### src/design/s256h_pkg.sv
// Shared types, constants and functions for the SHA-256 byte-stream hasher.
// Holds the round constant table, initial hash values and the sigma helpers.
`timescale 1ns / 1ps

package s256h_pkg;

    localparam logic [7:0] PAD_MARK_BYTE = 8'h80;
    localparam logic [5:0] LEN_FILL      = 6'd56;
    localparam logic [5:0] LAST_FILL     = 6'd63;
    localparam logic [5:0] LAST_ROUND    = 6'd63;
    localparam logic [2:0] LAST_WORD_IDX = 3'd7;
    localparam logic [63:0] BITS_PER_BYTE = 64'd8;

    typedef enum logic [2:0] {
        ST_IDLE,
        ST_COMP,
        ST_PAD_MARK,
        ST_PAD_ZERO,
        ST_PAD_LEN,
        ST_OUT
    } t_state;

    typedef struct packed {
        logic       shift_en;
        logic [7:0] data;
        logic       start;
        logic       restart;
        logic [2:0] sel;
    } t_core_ctl;

    typedef struct packed {
        logic done;
    } t_core_sts;

    function automatic logic [31:0] rotr(input logic [31:0] x, input int unsigned r);
        rotr = (x >> r) | (x << (32 - r));
    endfunction

    function automatic logic [31:0] big_sigma0(input logic [31:0] x);
        big_sigma0 = rotr(x, 2) ^ rotr(x, 13) ^ rotr(x, 22);
    endfunction

    function automatic logic [31:0] big_sigma1(input logic [31:0] x);
        big_sigma1 = rotr(x, 6) ^ rotr(x, 11) ^ rotr(x, 25);
    endfunction

    function automatic logic [31:0] small_sigma0(input logic [31:0] x);
        small_sigma0 = rotr(x, 7) ^ rotr(x, 18) ^ (x >> 3);
    endfunction

    function automatic logic [31:0] small_sigma1(input logic [31:0] x);
        small_sigma1 = rotr(x, 17) ^ rotr(x, 19) ^ (x >> 10);
    endfunction

    function automatic logic [31:0] init_hash(input logic [2:0] idx);
        logic [31:0] h;
        case (idx)
            3'd0: h = 32'h6a09e667;
            3'd1: h = 32'hbb67ae85;
            3'd2: h = 32'h3c6ef372;
            3'd3: h = 32'ha54ff53a;
            3'd4: h = 32'h510e527f;
            3'd5: h = 32'h9b05688c;
            3'd6: h = 32'h1f83d9ab;
            default: h = 32'h5be0cd19;
        endcase
        init_hash = h;
    endfunction

    function automatic logic [31:0] round_k(input logic [5:0] t);
        logic [31:0] k;
        case (t)
            6'd0:  k = 32'h428a2f98; 6'd1:  k = 32'h71374491;
            6'd2:  k = 32'hb5c0fbcf; 6'd3:  k = 32'he9b5dba5;
            6'd4:  k = 32'h3956c25b; 6'd5:  k = 32'h59f111f1;
            6'd6:  k = 32'h923f82a4; 6'd7:  k = 32'hab1c5ed5;
            6'd8:  k = 32'hd807aa98; 6'd9:  k = 32'h12835b01;
            6'd10: k = 32'h243185be; 6'd11: k = 32'h550c7dc3;
            6'd12: k = 32'h72be5d74; 6'd13: k = 32'h80deb1fe;
            6'd14: k = 32'h9bdc06a7; 6'd15: k = 32'hc19bf174;
            6'd16: k = 32'he49b69c1; 6'd17: k = 32'hefbe4786;
            6'd18: k = 32'h0fc19dc6; 6'd19: k = 32'h240ca1cc;
            6'd20: k = 32'h2de92c6f; 6'd21: k = 32'h4a7484aa;
            6'd22: k = 32'h5cb0a9dc; 6'd23: k = 32'h76f988da;
            6'd24: k = 32'h983e5152; 6'd25: k = 32'ha831c66d;
            6'd26: k = 32'hb00327c8; 6'd27: k = 32'hbf597fc7;
            6'd28: k = 32'hc6e00bf3; 6'd29: k = 32'hd5a79147;
            6'd30: k = 32'h06ca6351; 6'd31: k = 32'h14292967;
            6'd32: k = 32'h27b70a85; 6'd33: k = 32'h2e1b2138;
            6'd34: k = 32'h4d2c6dfc; 6'd35: k = 32'h53380d13;
            6'd36: k = 32'h650a7354; 6'd37: k = 32'h766a0abb;
            6'd38: k = 32'h81c2c92e; 6'd39: k = 32'h92722c85;
            6'd40: k = 32'ha2bfe8a1; 6'd41: k = 32'ha81a664b;
            6'd42: k = 32'hc24b8b70; 6'd43: k = 32'hc76c51a3;
            6'd44: k = 32'hd192e819; 6'd45: k = 32'hd6990624;
            6'd46: k = 32'hf40e3585; 6'd47: k = 32'h106aa070;
            6'd48: k = 32'h19a4c116; 6'd49: k = 32'h1e376c08;
            6'd50: k = 32'h2748774c; 6'd51: k = 32'h34b0bcb5;
            6'd52: k = 32'h391c0cb3; 6'd53: k = 32'h4ed8aa4a;
            6'd54: k = 32'h5b9cca4f; 6'd55: k = 32'h682e6ff3;
            6'd56: k = 32'h748f82ee; 6'd57: k = 32'h78a5636f;
            6'd58: k = 32'h84c87814; 6'd59: k = 32'h8cc70208;
            6'd60: k = 32'h90befffa; 6'd61: k = 32'ha4506ceb;
            6'd62: k = 32'hbef9a3f7;
            default: k = 32'hc67178f2;
        endcase
        round_k = k;
    endfunction

endpackage

### src/design/s256h_core.sv
// Compression core: 512-bit block/schedule shift line, one round per cycle.
// Depends on s256h_pkg for round constants, initial hash values and sigmas.
`timescale 1ns / 1ps

module s256h_core
    import s256h_pkg::*;
(
    input  logic        i_clk,
    input  logic        i_rst_n,
    input  t_core_ctl   i_ctl,
    output t_core_sts   o_sts,
    output logic [31:0] o_word
);

    logic [511:0] r_blk;
    logic [31:0]  r_v [8];
    logic [31:0]  n_v [8];
    logic [31:0]  r_h [8];
    logic [5:0]   r_round;
    logic         r_busy;
    logic         r_add;

    logic [31:0] w_cur;
    logic [31:0] w_new;
    logic [31:0] t1;
    logic [31:0] t2;

    // W[t] sits in the top word of the shift line, W[t+15] in the bottom word
    assign w_cur = r_blk[511:480];
    assign w_new = small_sigma1(r_blk[511 - 14*32 -: 32]) + r_blk[511 - 9*32 -: 32]
                 + small_sigma0(r_blk[479:448]) + w_cur;

    assign t1 = r_v[7] + big_sigma1(r_v[4])
              + ((r_v[4] & r_v[5]) ^ (~r_v[4] & r_v[6]))
              + round_k(r_round) + w_cur;
    assign t2 = big_sigma0(r_v[0])
              + ((r_v[0] & r_v[1]) ^ (r_v[0] & r_v[2]) ^ (r_v[1] & r_v[2]));

    always_comb begin
        n_v[0] = t1 + t2;
        n_v[1] = r_v[0];
        n_v[2] = r_v[1];
        n_v[3] = r_v[2];
        n_v[4] = r_v[3] + t1;
        n_v[5] = r_v[4];
        n_v[6] = r_v[5];
        n_v[7] = r_v[6];
    end

    // control and chaining state
    always_ff @(posedge i_clk) begin
        if (!i_rst_n) begin
            r_busy  <= 1'b0;
            r_add   <= 1'b0;
            r_round <= '0;
            for (int j = 0; j < 8; j++) begin
                r_h[j] <= init_hash(3'(j));
            end
        end else begin
            if (i_ctl.start) begin
                r_busy  <= 1'b1;
                r_round <= '0;
            end else if (r_busy) begin
                r_round <= r_round + 6'd1;
                if (r_round == LAST_ROUND) begin
                    r_busy <= 1'b0;
                    r_add  <= 1'b1;
                end
            end
            if (r_add) begin
                r_add <= 1'b0;
                for (int j = 0; j < 8; j++) begin
                    r_h[j] <= r_h[j] + r_v[j];
                end
            end else if (i_ctl.restart) begin
                for (int j = 0; j < 8; j++) begin
                    r_h[j] <= init_hash(3'(j));
                end
            end
        end
    end

    // payload: shift line and working variables
    always_ff @(posedge i_clk) begin
        if (i_ctl.shift_en) begin
            r_blk <= {r_blk[503:0], i_ctl.data};
        end else if (r_busy) begin
            r_blk <= {r_blk[479:0], w_new};
        end
        if (i_ctl.start) begin
            r_v <= r_h;
        end else if (r_busy) begin
            r_v <= n_v;
        end
    end

    assign o_sts.done = r_add;
    assign o_word     = r_h[i_ctl.sel];

    a_busy_add_excl: assert property (@(posedge i_clk) disable iff (!i_rst_n)
        !(r_busy && r_add))
        else $error("round loop and final add active together");

    a_start_idle: assert property (@(posedge i_clk) disable iff (!i_rst_n)
        i_ctl.start |-> (!r_busy && !r_add))
        else $error("block started while compression in progress");

    a_last_round_add: assert property (@(posedge i_clk) disable iff (!i_rst_n)
        (r_busy && r_round == LAST_ROUND && !i_ctl.start) |=> r_add)
        else $error("final add missing after last round");

    a_no_shift_busy: assert property (@(posedge i_clk) disable iff (!i_rst_n)
        i_ctl.shift_en |-> !r_busy)
        else $error("byte shifted into line during rounds");

endmodule

### src/design/sha256_byte_stream_hasher.sv
// Top level of the SHA-256 byte-stream hasher: beat handshakes, padding
// sequencer and digest output. Depends on s256h_pkg and s256h_core.
`timescale 1ns / 1ps

// Usage
//   Input channel: i_in_valid / o_in_stall. A beat carries i_has_byte,
//   i_data_byte and i_end_of_message. A beat without a byte and without end
//   is dropped. A beat with end closes the message after its byte, if any.
//   Output channel: o_out_valid / i_out_stall. Eight beats per message,
//   o_word_index 0..7, o_last_word high on the eighth.
// Timing
//   A byte beat that neither completes a 64-byte block nor ends the message
//   leaves the input ready for the next beat. The 64th byte starts the
//   compression: 64 rounds, one per cycle on the single round unit, then
//   the chaining add, all while o_in_stall is high. At end of message the
//   padding is shifted in one byte per cycle, pausing while a full block is
//   compressed and before the length field (up to 72 bytes over two
//   blocks) and one or two further blocks are compressed, then the digest
//   words are offered one per cycle while the receiver does not stall.
// Reset and stall
//   Reset loads the initial hash values and clears the byte and bit counts.
//   While the receiver stalls, the current digest beat is held unchanged and
//   no input beat is taken; after the last word the hash state restarts.

module sha256_byte_stream_hasher
    import s256h_pkg::*;
(
    input  logic        i_clk,
    input  logic        i_rst_n,
    input  logic        i_in_valid,
    output logic        o_in_stall,
    input  logic        i_has_byte,
    input  logic [7:0]  i_data_byte,
    input  logic        i_end_of_message,
    output logic        o_out_valid,
    input  logic        i_out_stall,
    output logic [31:0] o_digest_word,
    output logic [2:0]  o_word_index,
    output logic        o_last_word
);

    t_state      r_state, n_state;
    t_state      r_ret, n_ret;
    logic [5:0]  r_fill, n_fill;
    logic [63:0] r_bits, n_bits;
    logic [2:0]  r_idx, n_idx;

    t_core_ctl   ctl;
    t_core_sts   sts;
    logic        in_take;

    s256h_core u_core (
        .i_clk   (i_clk),
        .i_rst_n (i_rst_n),
        .i_ctl   (ctl),
        .o_sts   (sts),
        .o_word  (o_digest_word)
    );

    assign o_in_stall = (r_state != ST_IDLE);
    assign in_take    = i_in_valid && !o_in_stall;

    always_ff @(posedge i_clk) begin
        if (!i_rst_n) begin
            r_state <= ST_IDLE;
            r_ret   <= ST_IDLE;
            r_fill  <= '0;
            r_bits  <= '0;
            r_idx   <= '0;
        end else begin
            r_state <= n_state;
            r_ret   <= n_ret;
            r_fill  <= n_fill;
            r_bits  <= n_bits;
            r_idx   <= n_idx;
        end
    end

    always_comb begin
        n_state     = r_state;
        n_ret       = r_ret;
        n_fill      = r_fill;
        n_bits      = r_bits;
        n_idx       = r_idx;
        ctl         = '0;
        ctl.sel     = r_idx;
        o_out_valid = 1'b0;

        case (r_state)
            ST_IDLE: begin
                if (in_take) begin
                    if (i_has_byte) begin
                        ctl.shift_en = 1'b1;
                        ctl.data     = i_data_byte;
                        n_bits       = r_bits + BITS_PER_BYTE;
                        n_fill       = r_fill + 6'd1;
                        if (r_fill == LAST_FILL) begin
                            // block full: compress, then pad if this beat ends it
                            ctl.start = 1'b1;
                            n_state   = ST_COMP;
                            n_ret     = i_end_of_message ? ST_PAD_MARK : ST_IDLE;
                        end else if (i_end_of_message) begin
                            n_state = ST_PAD_MARK;
                        end
                    end else if (i_end_of_message) begin
                        n_state = ST_PAD_MARK;
                    end
                end
            end
            ST_COMP: begin
                if (sts.done) begin
                    n_state = r_ret;
                end
            end
            ST_PAD_MARK: begin
                ctl.shift_en = 1'b1;
                ctl.data     = PAD_MARK_BYTE;
                n_fill       = r_fill + 6'd1;
                if (r_fill == LAST_FILL) begin
                    ctl.start = 1'b1;
                    n_state   = ST_COMP;
                    n_ret     = ST_PAD_ZERO;
                end else begin
                    n_state = ST_PAD_ZERO;
                end
            end
            ST_PAD_ZERO: begin
                // zero-fill up to the length field, wrapping through a block if needed
                if (r_fill == LEN_FILL) begin
                    n_state = ST_PAD_LEN;
                end else begin
                    ctl.shift_en = 1'b1;
                    ctl.data     = 8'h00;
                    n_fill       = r_fill + 6'd1;
                    if (r_fill == LAST_FILL) begin
                        ctl.start = 1'b1;
                        n_state   = ST_COMP;
                        n_ret     = ST_PAD_ZERO;
                    end
                end
            end
            ST_PAD_LEN: begin
                // bit count goes out most significant byte first
                ctl.shift_en = 1'b1;
                ctl.data     = r_bits[63:56];
                n_bits       = {r_bits[55:0], 8'h00};
                n_fill       = r_fill + 6'd1;
                if (r_fill == LAST_FILL) begin
                    ctl.start = 1'b1;
                    n_state   = ST_COMP;
                    n_ret     = ST_OUT;
                end
            end
            ST_OUT: begin
                o_out_valid = 1'b1;
                if (!i_out_stall) begin
                    n_idx = r_idx + 3'd1;
                    if (r_idx == LAST_WORD_IDX) begin
                        ctl.restart = 1'b1;
                        n_bits      = '0;
                        n_fill      = '0;
                        n_state     = ST_IDLE;
                        n_ret       = ST_IDLE;
                    end
                end
            end
            default: begin
                n_state = ST_IDLE;
            end
        endcase
    end

    assign o_word_index = r_idx;
    assign o_last_word  = (r_idx == LAST_WORD_IDX);

    a_out_fill_zero: assert property (@(posedge i_clk) disable iff (!i_rst_n)
        o_out_valid |-> (r_fill == '0))
        else $error("digest offered with a partly filled block");

    a_last_restart: assert property (@(posedge i_clk) disable iff (!i_rst_n)
        (o_out_valid && !i_out_stall && o_last_word) |=> (r_state == ST_IDLE && r_bits == '0))
        else $error("hash state not restarted after last digest word");

    a_len_from_zero: assert property (@(posedge i_clk) disable iff (!i_rst_n)
        (r_state == ST_PAD_ZERO && r_fill == LEN_FILL) |=> (r_state == ST_PAD_LEN))
        else $error("length field not started at byte 56");

endmodule
### config.mk
export PLATFORM = sky130hd
export DESIGN_NAME = sha256_byte_stream_hasher
export DESIGN_NICKNAME = d
export VERILOG_FILES = /design/src/design/s256h_pkg.sv /design/src/design/s256h_core.sv /design/src/design/sha256_byte_stream_hasher.sv
export SDC_FILE = /design/constraint.sdc
export NUM_CORES = 2
export LEC_CHECK = 0
export BUFFER_PORTS_ARGS = -buffer_cell sky130_fd_sc_hd__buf_2
export CAP_MARGIN = 20
export CORE_MARGIN = 10
export CORE_UTILIZATION = 50
export DETAILED_ROUTE_END_ITERATION = 7
export PLACE_DENSITY = 0.64
export SYNTH_ARGS = -nofsm -noshare
export SYNTH_HDL_FRONTEND = slang
export SYNTH_SLANG_ARGS = --single-unit
### constraint.sdc
create_clock -name i_clk -period 15.4 [get_ports i_clk]
set_clock_uncertainty 0.05 [all_clocks]
set_input_delay 3.08 -clock i_clk [delete_from_list [all_inputs] [get_ports i_clk]]
set_output_delay 3.08 -clock i_clk [all_outputs]
set_load 0.1 [all_outputs]
==> results.ini <==
[clocking]
insertion_delay_ps = 790
cts_tree = done
ctsHoldBuffers = 0
cts_resized = 0
cts_sinks = 1140
cts_buffer_depth = 3
tritoncts.num_buffers = 137
root_buffer = clkbuf_16
htree_num_levels = 4
clkTransAtPathRegs_ps = 60
post_cts_buffers = 0

[floorplanning]
die-width_um = 410
dieArea_um2 = 168000
ios = 52
chipHeight_um = 410
row_count = 143
core_area_um2 = 152000
initial_utilization_pct = 50.2

[sta]
maxSlewViolCount = 0
finalSetupTns_ps = 0
period_needed_ps = 8110
fmax_ghz = 0.123
grt_setup_unrepaired = no
period_share_pct = 52.7
final_hold_viol_count = 0
maxSlewHeadroom_pct = 17.0
final-setup-viol-count = 0
tightest_slew_ps = 1240

[placed_design]
port_buffers = 51
place.gp.congestion = 0.990
dp_hpwl_um = 185000

[detailed_routing]
wl_um = 253000
drt_iter0_markers = 7039
wl_per_cell_um = 24.0
vias = 63600
viasPerCell = 6.04
dr.pass1.iters = 6
drtAntennaViolNets = 0
drcViolationCount = 0

[job]
cap_violations = 0

[power_and_ir_drop]
swShare_pct = 35.9
p_seq_share_pct = 35.7
clkPwrFrac_pct = 30.2
p_leak_nw = 33.8
ir_drop_mv = 0.144
powerDensity_nw_per_um2 = 134
combPwrFrac_pct = 34.1
p_total_mw = 11.0
p_switching_mw = 3.95
intPower_mw = 7.07

[finish]
num-nets-final = 9002
area_delta_synth_final_pct = 8.18
regArea_um2 = 30500
multi_input_area_um2 = 42400
fill_cells = 13900
drive_above_1_share_pct = 5.84

[worst_setup_path]
critPathSlowestCell = edfxtp_1
cpPeakStageDelay_ps = 570
path_max_fanout = 6
critPathLaunchType = flip-flop
critPathKind = reg2reg
end_kind = flip-flop
required_ps = 15840
worstPathArrival_ps = 8560
rr_worst_depth = 30
path_common_cell = fa_1

[yosys]
synth_area_um2 = 76100
yosysSeqAreaShare_pct = 40.1
syn_nets = 9239
ys.flop_type = edfxtp_1
yosys_warnings = 0
avgSynthCellArea_um2 = 8.81
netlist_instances = 8636
ys_ff_latch = 1140
ys_types = 97
yosysTopAreaCell = edfxtp_1
synth-edff-count = 768
synth_top_area_share_pct = 30.3
synthTopCellsByArea = edfxtp_1 30%, nand2_1 12%, dfxtp_1 9.8%
synthArstFlopShare_pct = 0

[global_routing]
gr-usage-all-layers_pct = 29.1
grt_max_degree = 216
grt_pass1_vias = 60400
grt_pass1_wl_um = 380000
antenna_found_initial = 2
grt-ovfl-total = 0

[min_path]
whs_path_depth = 2
hp-class = reg2reg

[status]
status = finished clean

path summary, 6_finish.rpt:
check,slack [ps],endpoint,from
worst max-delay path,7290,u_core.n_v[222]$_DFFE_PP_,u_core.n_v[90]$_DFFE_PP_
worst max register to register,7290,u_core.n_v[222]$_DFFE_PP_,u_core.n_v[90]$_DFFE_PP_
worst min-delay path,440,r_ret[2]$_SDFFE_PN0P_,r_ret[2]$_SDFFE_PN0P_
worst min register to register,440,r_ret[2]$_SDFFE_PN0P_,r_ret[2]$_SDFFE_PN0P_
worst max-delay path, delay by kind of cell, from the launching register on:
family                     cells  cell delay, ps
xor gates and xnor gates       4             960
and+or+nand+nor                6            1360
AOI/OAI and AO/OA              9            1640
adders and majority gates      7            2960
DFF                            1             570
buffers and inverters          4             270
cell usage after synthesis (97+ instances only):
master	count
nor2_1	471
inv_1	363
fa_1	195
nand2_1	2433
dfxtp_1	372
clkbuf_1	445
nor3_1	98
xnor2_1	388
o21ai_0	434
nand3_1	97
ha_1	394
a21o_1	154
edfxtp_1	768
xor2_1	193
a21oi_1	503
routing by layer:
metal / GRT usage, % / vias to the layer above / wire (µm)
li1: - / 29500 / -
met1: 38.9 / 31000 / 107000
met2: 46.0 / 2561 / 115000
met3: 5.56 / 543 / 19300
met4: 12.6 / 2 / 12400
met5: 0 / - / 13
cells in the final DEF, fill, tap and decap left out, types with 49 or more instances in the layout:
| cell | n |
|---|---|
| edfxtp_1 | 768 |
| a21o_1 | 154 |
| nand2b_1 | 58 |
| o22ai_1 | 92 |
| nor2_1 | 465 |
| a211oi_1 | 68 |
| buf_2 | 50 |
| a31oi_1 | 52 |
| ha_1 | 394 |
| o21a_1 | 61 |
| a21oi_1 | 503 |
| clkbuf_16 | 139 |
| nand2_1 | 2431 |
| and3_1 | 49 |
| xor2_1 | 192 |
| buf_4 | 77 |
| dfxtp_1 | 368 |
| nand3_1 | 96 |
| nor3_1 | 98 |
| inv_1 | 361 |
| mux4_2 | 64 |
| o21ai_0 | 433 |
| fa_1 | 195 |
| a22oi_1 | 71 |
| xnor2_1 | 387 |
area by class of cell:
| cell class | instances | area share, % |
|---|---|---|
| Multi-Input combinational cell | 6623 | 51.5 |
| Sequential cell | 1140 | 37.1 |
| Clock buffer | 180 | 4.55 |
| Tap cell | 2030 | 3.09 |
| Inverter | 366 | 1.67 |
| Timing Repair Buffer | 131 | 1.09 |
| Clock inverter | 72 | 1.00 |
| Antenna cell | 1 | 0.00304 |
stage by stage:
stage	instance area, µm²	hold slack, ps	worst slack [ps]	std cells	util, %
2_1_floorplan	76100	393	101	8636	-
3_3_place_gp	77700	413	7450	10300	51.3
3_5_place_dp	77700	428	7410	10300	51.3
4_1_cts	82300	436	7370	10500	54.3
5_1_grt	82300	462	6750	10500	54.3
6_report	82300	438	7290	10500	54.3
cell families (layout without fill, tap and decap cells):
family                     after synthesis  count (layout)  share of synthesized area (%)
and+or+nand+nor                       3454            3454                           18.7
AOI/OAI and AO/OA                     1838            1838                           15.3
DFF                                   1140            1140                           40.1
buffers and inverters                  873             749                           4.34
adders and majority gates              611             611                           11.9
xor gates and xnor gates               581             581                           6.69
muxes                                  139             139                           2.94
other                                    0               1                              0
power groups by stage:
| stage | registers [mW] | clock network, mW | logic [mW] |
|---|---|---|---|
| 6_report | 3.94 | 3.33 | 3.75 |
| 5_1_grt | 3.95 | 3.49 | 4.11 |
| 4_1_cts | 3.93 | 3.37 | 3.74 |
| 3_5_place_dp | 3.99 | 0 | 3.71 |
| 3_3_place_gp | 3.99 | 0 | 3.67 |
| 2_1_floorplan | 3.91 | 0 | 2.73 |
state kept, by name, indices dropped and copies added (netlist names), named ones only:
register	count
u_core.r_round	6
u_core.r_h	256
r_bits	61
u_core.r_blk	512
u_core.n_v	192
u_core.r_busy	1
r_state	3
r_fill	6
r_ret	3
u_core.o_sts	1
o_word_index	3
u_core.r_v	64
No activity file was read; power rests on OpenSTA's default activity.
